--- config.mk ---
export PLATFORM = sky130hd
export DESIGN_NAME = vhl_cordic_pipe
export DESIGN_NICKNAME = d
export VERILOG_FILES = /design/src/rtl/vhl_pkg.sv /design/src/rtl/vhl_cordic_pipe.sv
export VERILOG_INCLUDE_DIRS = /design/src /design/src/rtl
export SDC_FILE = /design/constraint.sdc
export NUM_CORES = 2
export LEC_CHECK = 0
export BUFFER_PORTS_ARGS = -buffer_cell sky130_fd_sc_hd__buf_2
export CAP_MARGIN = 20
export CORE_MARGIN = 2
export CORE_UTILIZATION = 38
export DETAILED_ROUTE_END_ITERATION = 6
export PLACE_DENSITY = 0.53
export SLEW_MARGIN = 20
export SYNTH_ARGS = -nofsm -noshare
export SYNTH_HDL_FRONTEND = slang
export SYNTH_SLANG_ARGS = --single-unit
--- constraint.sdc ---
create_clock -name i_clk -period 12.84 [get_ports i_clk]
set_input_delay 1.284 -clock i_clk [delete_from_list [all_inputs] [get_ports i_clk]]
set_output_delay 1.284 -clock i_clk [all_outputs]
set_load 0.05 [all_outputs]
--- src/rtl/assert_macros.svh ---
// assertion helper macros for the heading lock rtl
// no dependencies; included by the modules that carry assertions
`ifndef ASSERT_MACROS_SVH
`define ASSERT_MACROS_SVH

// same-cycle implication, checked outside reset
`define VHL_ASSERT_NOW(label, clk, rst_n, ante, cons) \
    label: assert property (@(posedge clk) disable iff (!(rst_n)) (ante) |-> (cons)) \
        else $error("assertion failed");

// next-cycle implication, checked outside reset
`define VHL_ASSERT_NEXT(label, clk, rst_n, ante, cons) \
    label: assert property (@(posedge clk) disable iff (!(rst_n)) (ante) |=> (cons)) \
        else $error("assertion failed");

`endif

--- src/rtl/vhl_pkg.sv ---
// shared types, constants and arctangent table for the heading lock block
// no dependencies
package vhl_pkg;

    localparam int VEL_W            = 16;
    localparam int CFG_W            = 15;
    localparam int HEAD_W           = 16;
    localparam int XY_W             = 27;
    localparam int ACC_W            = 32;
    localparam int TABLE_LEN        = 24;
    localparam int DEF_CORDIC_STEPS = 16;

    // accumulator scale: 2^31 stands for pi
    localparam logic [ACC_W-1:0] ACC_PLUS_HALF_PI  = 32'h4000_0000;
    localparam logic [ACC_W-1:0] ACC_MINUS_HALF_PI = 32'hC000_0000;
    localparam logic [ACC_W-1:0] ACC_ROUND         = 32'h0000_8000;

    // atan(2^-i) in accumulator units
    localparam logic [ACC_W-1:0] ATAN_TAB [TABLE_LEN] = '{
        32'd536870912, 32'd316933406, 32'd167458907, 32'd85004756,
        32'd42667331,  32'd21354465,  32'd10679838,  32'd5340245,
        32'd2670163,   32'd1335087,   32'd667544,    32'd333772,
        32'd166886,    32'd83443,     32'd41722,     32'd20861,
        32'd10430,     32'd5215,      32'd2608,      32'd1304,
        32'd652,       32'd326,       32'd163,       32'd81
    };

    // configuration register indexes
    typedef enum logic [1:0] {
        CFG_ANGLE_RATE  = 2'd0,
        CFG_LOCK_MARGIN = 2'd1,
        CFG_SPEED       = 2'd2
    } t_cfg_reg;

    // one vector on its way through the cordic stages
    typedef struct packed {
        logic                    lock;
        logic signed [XY_W-1:0]  x;
        logic signed [XY_W-1:0]  y;
        logic        [ACC_W-1:0] acc;
    } t_cordic_state;

endpackage

--- src/rtl/vhl_cordic_pipe.sv ---
// vectoring cordic, one iteration per pipeline stage, with elastic valid/ready flow
// depends on vhl_pkg and assert_macros.svh
`include "assert_macros.svh"

module vhl_cordic_pipe #(
    parameter int NSTEP = vhl_pkg::DEF_CORDIC_STEPS
) (
    input  logic                   i_clk,
    input  logic                   i_rst_n,
    input  logic                   i_valid,
    output logic                   o_ready,
    input  vhl_pkg::t_cordic_state i_data,
    output logic                   o_valid,
    input  logic                   i_ready,
    output vhl_pkg::t_cordic_state o_data
);
    import vhl_pkg::*;

    t_cordic_state r_st   [NSTEP];
    logic          r_vld  [NSTEP];
    t_cordic_state src_st [NSTEP+1];
    logic          src_vld[NSTEP+1];
    logic          en     [NSTEP+1];

    // stage sources: the pipe input, then each stage register
    assign src_st[0]  = i_data;
    assign src_vld[0] = i_valid;
    assign en[NSTEP]  = i_ready;

    for (genvar k = 0; k < NSTEP; k++) begin : g_step
        t_cordic_state          n_st;
        logic signed [XY_W-1:0] dx;
        logic signed [XY_W-1:0] dy;

        assign src_st[k+1]  = r_st[k];
        assign src_vld[k+1] = r_vld[k];

        // a stage loads when empty or when its contents move on
        assign en[k] = !r_vld[k] || en[k+1];

        // one rotation toward the x axis
        always_comb begin
            dx   = src_st[k].y >>> k;
            dy   = src_st[k].x >>> k;
            n_st = src_st[k];
            if (!src_st[k].y[XY_W-1]) begin
                n_st.x   = src_st[k].x + dx;
                n_st.y   = src_st[k].y - dy;
                n_st.acc = src_st[k].acc + ATAN_TAB[k];
            end else begin
                n_st.x   = src_st[k].x - dx;
                n_st.y   = src_st[k].y + dy;
                n_st.acc = src_st[k].acc - ATAN_TAB[k];
            end
        end

        always_ff @(posedge i_clk) begin
            if (!i_rst_n) begin
                r_vld[k] <= 1'b0;
            end else if (en[k]) begin
                r_vld[k] <= src_vld[k];
            end
        end

        always_ff @(posedge i_clk) begin
            if (en[k]) begin
                r_st[k] <= n_st;
            end
        end
    end

    assign o_ready = en[0];
    assign o_valid = r_vld[NSTEP-1];
    assign o_data  = r_st[NSTEP-1];

    // a held last stage keeps its transaction
    `VHL_ASSERT_NEXT(a_last_stage_holds, i_clk, i_rst_n, o_valid && !i_ready, o_valid && $stable(o_data))

endmodule

==> results.ini <==
[routing]
vias = 87800
ant_nets = 0
wire_per_inst_um = 18.3
vias_per_cell = 5.43
drt-initial-drc-count = 5254
first_pass_iters = 7
drc = 1
drt_wl_total_mm = 297

[floorplan]
ios = 180
dieArea_um2 = 307000
die_w_um = 554
initial_core_util = 0.383
die_y_um = 554
fp-row-count = 201
core_area_um2 = 301000

[cts]
cts_tree = done
cts_setup_buffers = 0
cts.sink_count = 1407
clockBufferDepth = 4
hold_buffers = 0
cts_buffers = 180
ctsResizeCount = 0
clkTransAtPathRegs_ns = 0.05
clkLatencyLatePin_ns = 0.86
cts_max_level = 4
cts_root_buf = clkbuf_16

[yosys]
synth_edf_count = 1406
yosys-top-cells-area = edfxtp_1 37%, ha_1 14%, xnor2_1 8.2%
synthTopCellsByCount = 1406 x edfxtp_1, 1327 x ha_1, 1206 x nor2_1
ys_seq_area_frac = 0.367
yosysMostFrequentCell = edfxtp_1
yosys_warnings = 0
ys.flop_type = edfxtp_1
synth_top_area_share = 0.367
yosysTopAreaCell = edfxtp_1
synth-seq-cells = 1407
synth.distinct_cells = 95
synthCells = 11900
synth_nets = 13400
synth_area_um2 = 115000
avgSynthCellArea_um2 = 9.67
async_reset_ff_frac = 0

[timing]
fmax_ghz = 0.123
slew_headroom = 0.242
finalHoldViolations = 0
min_period_ns = 8.13
period_share = 0.633
rsz0062_at_grt = no
worst_pin_slew_ns = 1.12
setup-violations-final = 0
finClkSkew_ns = 0.0656
tns_ns = 0
slew_viol_final = 0

[global_routing]
grtUsageMet1 = 0.228
grtUsageMet2 = 0.348
globalRouteMet3Util = 0.0183
grt_pass1_wl_mm = 470
antenna_found_initial = 9
busiest_layer = met2
grt_use_total = 0.188
first_global_vias = 87200
grt_overflow = 0
grt_max_degree = 89

[placement]
hpwl_mm = 238
io_buffers = 179
gp_congestion = 0.897
place_inst = 15800

[final_layout]
stdcell_count = 16200
n_fill_cell = 28900
final_nets = 13500
area_growth_pct = 9.59
drive_above_1_share = 0.0545

[critical_path]
critPathMaxFanout = 35
start_kind = input port
cp_data_arrival_time_ns = 6.85
worstSetupEndpointType = output pin
path_class = input port to output pin
crit_required_ns = 11.56

[worst_hold_path]
worstHoldPathType = flip-flop to flip-flop

[run]
drv_cap = 0

[status]
violations = design-rule violations
status = complete, but fails checks

-- cell usage in the layout (no fill, tap or decap), drive strengths merged, types with 180 or more instances in the layout --
cell type / n
o21ai: 588
xnor2: 1072
clkbuf: 213
nand3: 213
edfxtp: 1406
xor2: 542
nor3: 312
nand2: 583
inv: 511
ha: 1327
o21a: 203
nand2b: 180
a21oi: 1211
nor2: 1206
buf: 236
a21o: 552
-- cell type report --
type | count | area [um^2] | share of cell area
Sequential cell | 1407 | 42200 | 0.335
Clock buffer | 213 | 4690 | 0.0372
Tap cell | 3958 | 4950 | 0.0393
Inverter | 516 | 1950 | 0.0155
Timing Repair Buffer | 236 | 1330 | 0.0105
Multi-Input combinational cell | 9720 | 69600 | 0.553
Clock inverter | 110 | 1210 | 0.00958
Antenna cell | 2 | 5.00 | 0.0000397
-- sequential cells by signal, summed over array words and instances (netlist names) --
register	cells
r_st	1391
r_vld	16
-- worst paths after layout --
check	slack (ns)	cells past startpoint	from	end
hold / removal	0.42	0	r_st[1][175]	r_st[1][262]
hold reg to reg	0.42	0	r_st[1][175]	r_st[1][262]
setup / recovery	4.71	13	i_ready	o_ready
setup reg to reg	6.64	12	r_vld[1][7]	r_st[0][146]
-- kinds of logic (layout without fill, tap and decap cells) --
group | Yosys count | count (layout) | share of synthesized area
adders and majority gates | 1376 | 1376 | 0.153
buffers and inverters | 758 | 1075 | 0.0277
xor gates and xnor gates | 1614 | 1614 | 0.123
other | 0 | 2 | 0
DFF | 1407 | 1407 | 0.367
and+or+nand+nor | 3250 | 3250 | 0.134
AOI/OAI and AO/OA | 3408 | 3408 | 0.188
muxes | 72 | 72 | 0.00671
-- layer usage --
metal	vias up	routed length (um)
met4	2	8790
met5	-	11
li1	44100	-
met2	1652	150000
met3	456	11500
met1	41600	126000
-- critical path, cell delays in order --
cell	delay [ns]
buf_2	0.15
nor2b_1	0.65
nand2_4	0.29
nor2_1	0.35
and2_1	0.35
and3_1	0.36
and3_1	0.36
clkinv_2	0.53
nor2_1	0.64
clkinv_2	0.65
nor2_1	0.50
nand2_4	0.30
buf_2	0.34
-- stage by stage --
stage               hold slack [ns]  utilization  cell area (um^2)  worst slack (ns)
detailed placement            0.405        0.400            120000              4.59
floorplan                     0.400            -            115000              1.12
global route                  0.429        0.419            126000              4.30
global placement              0.403        0.400            120000              4.73
finish                        0.417        0.419            126000              4.71
CTS                           0.411        0.419            126000              4.56
Power is not shown: default switching activity piles up to over one toggle a cycle in this logic, so the estimate is an artifact.
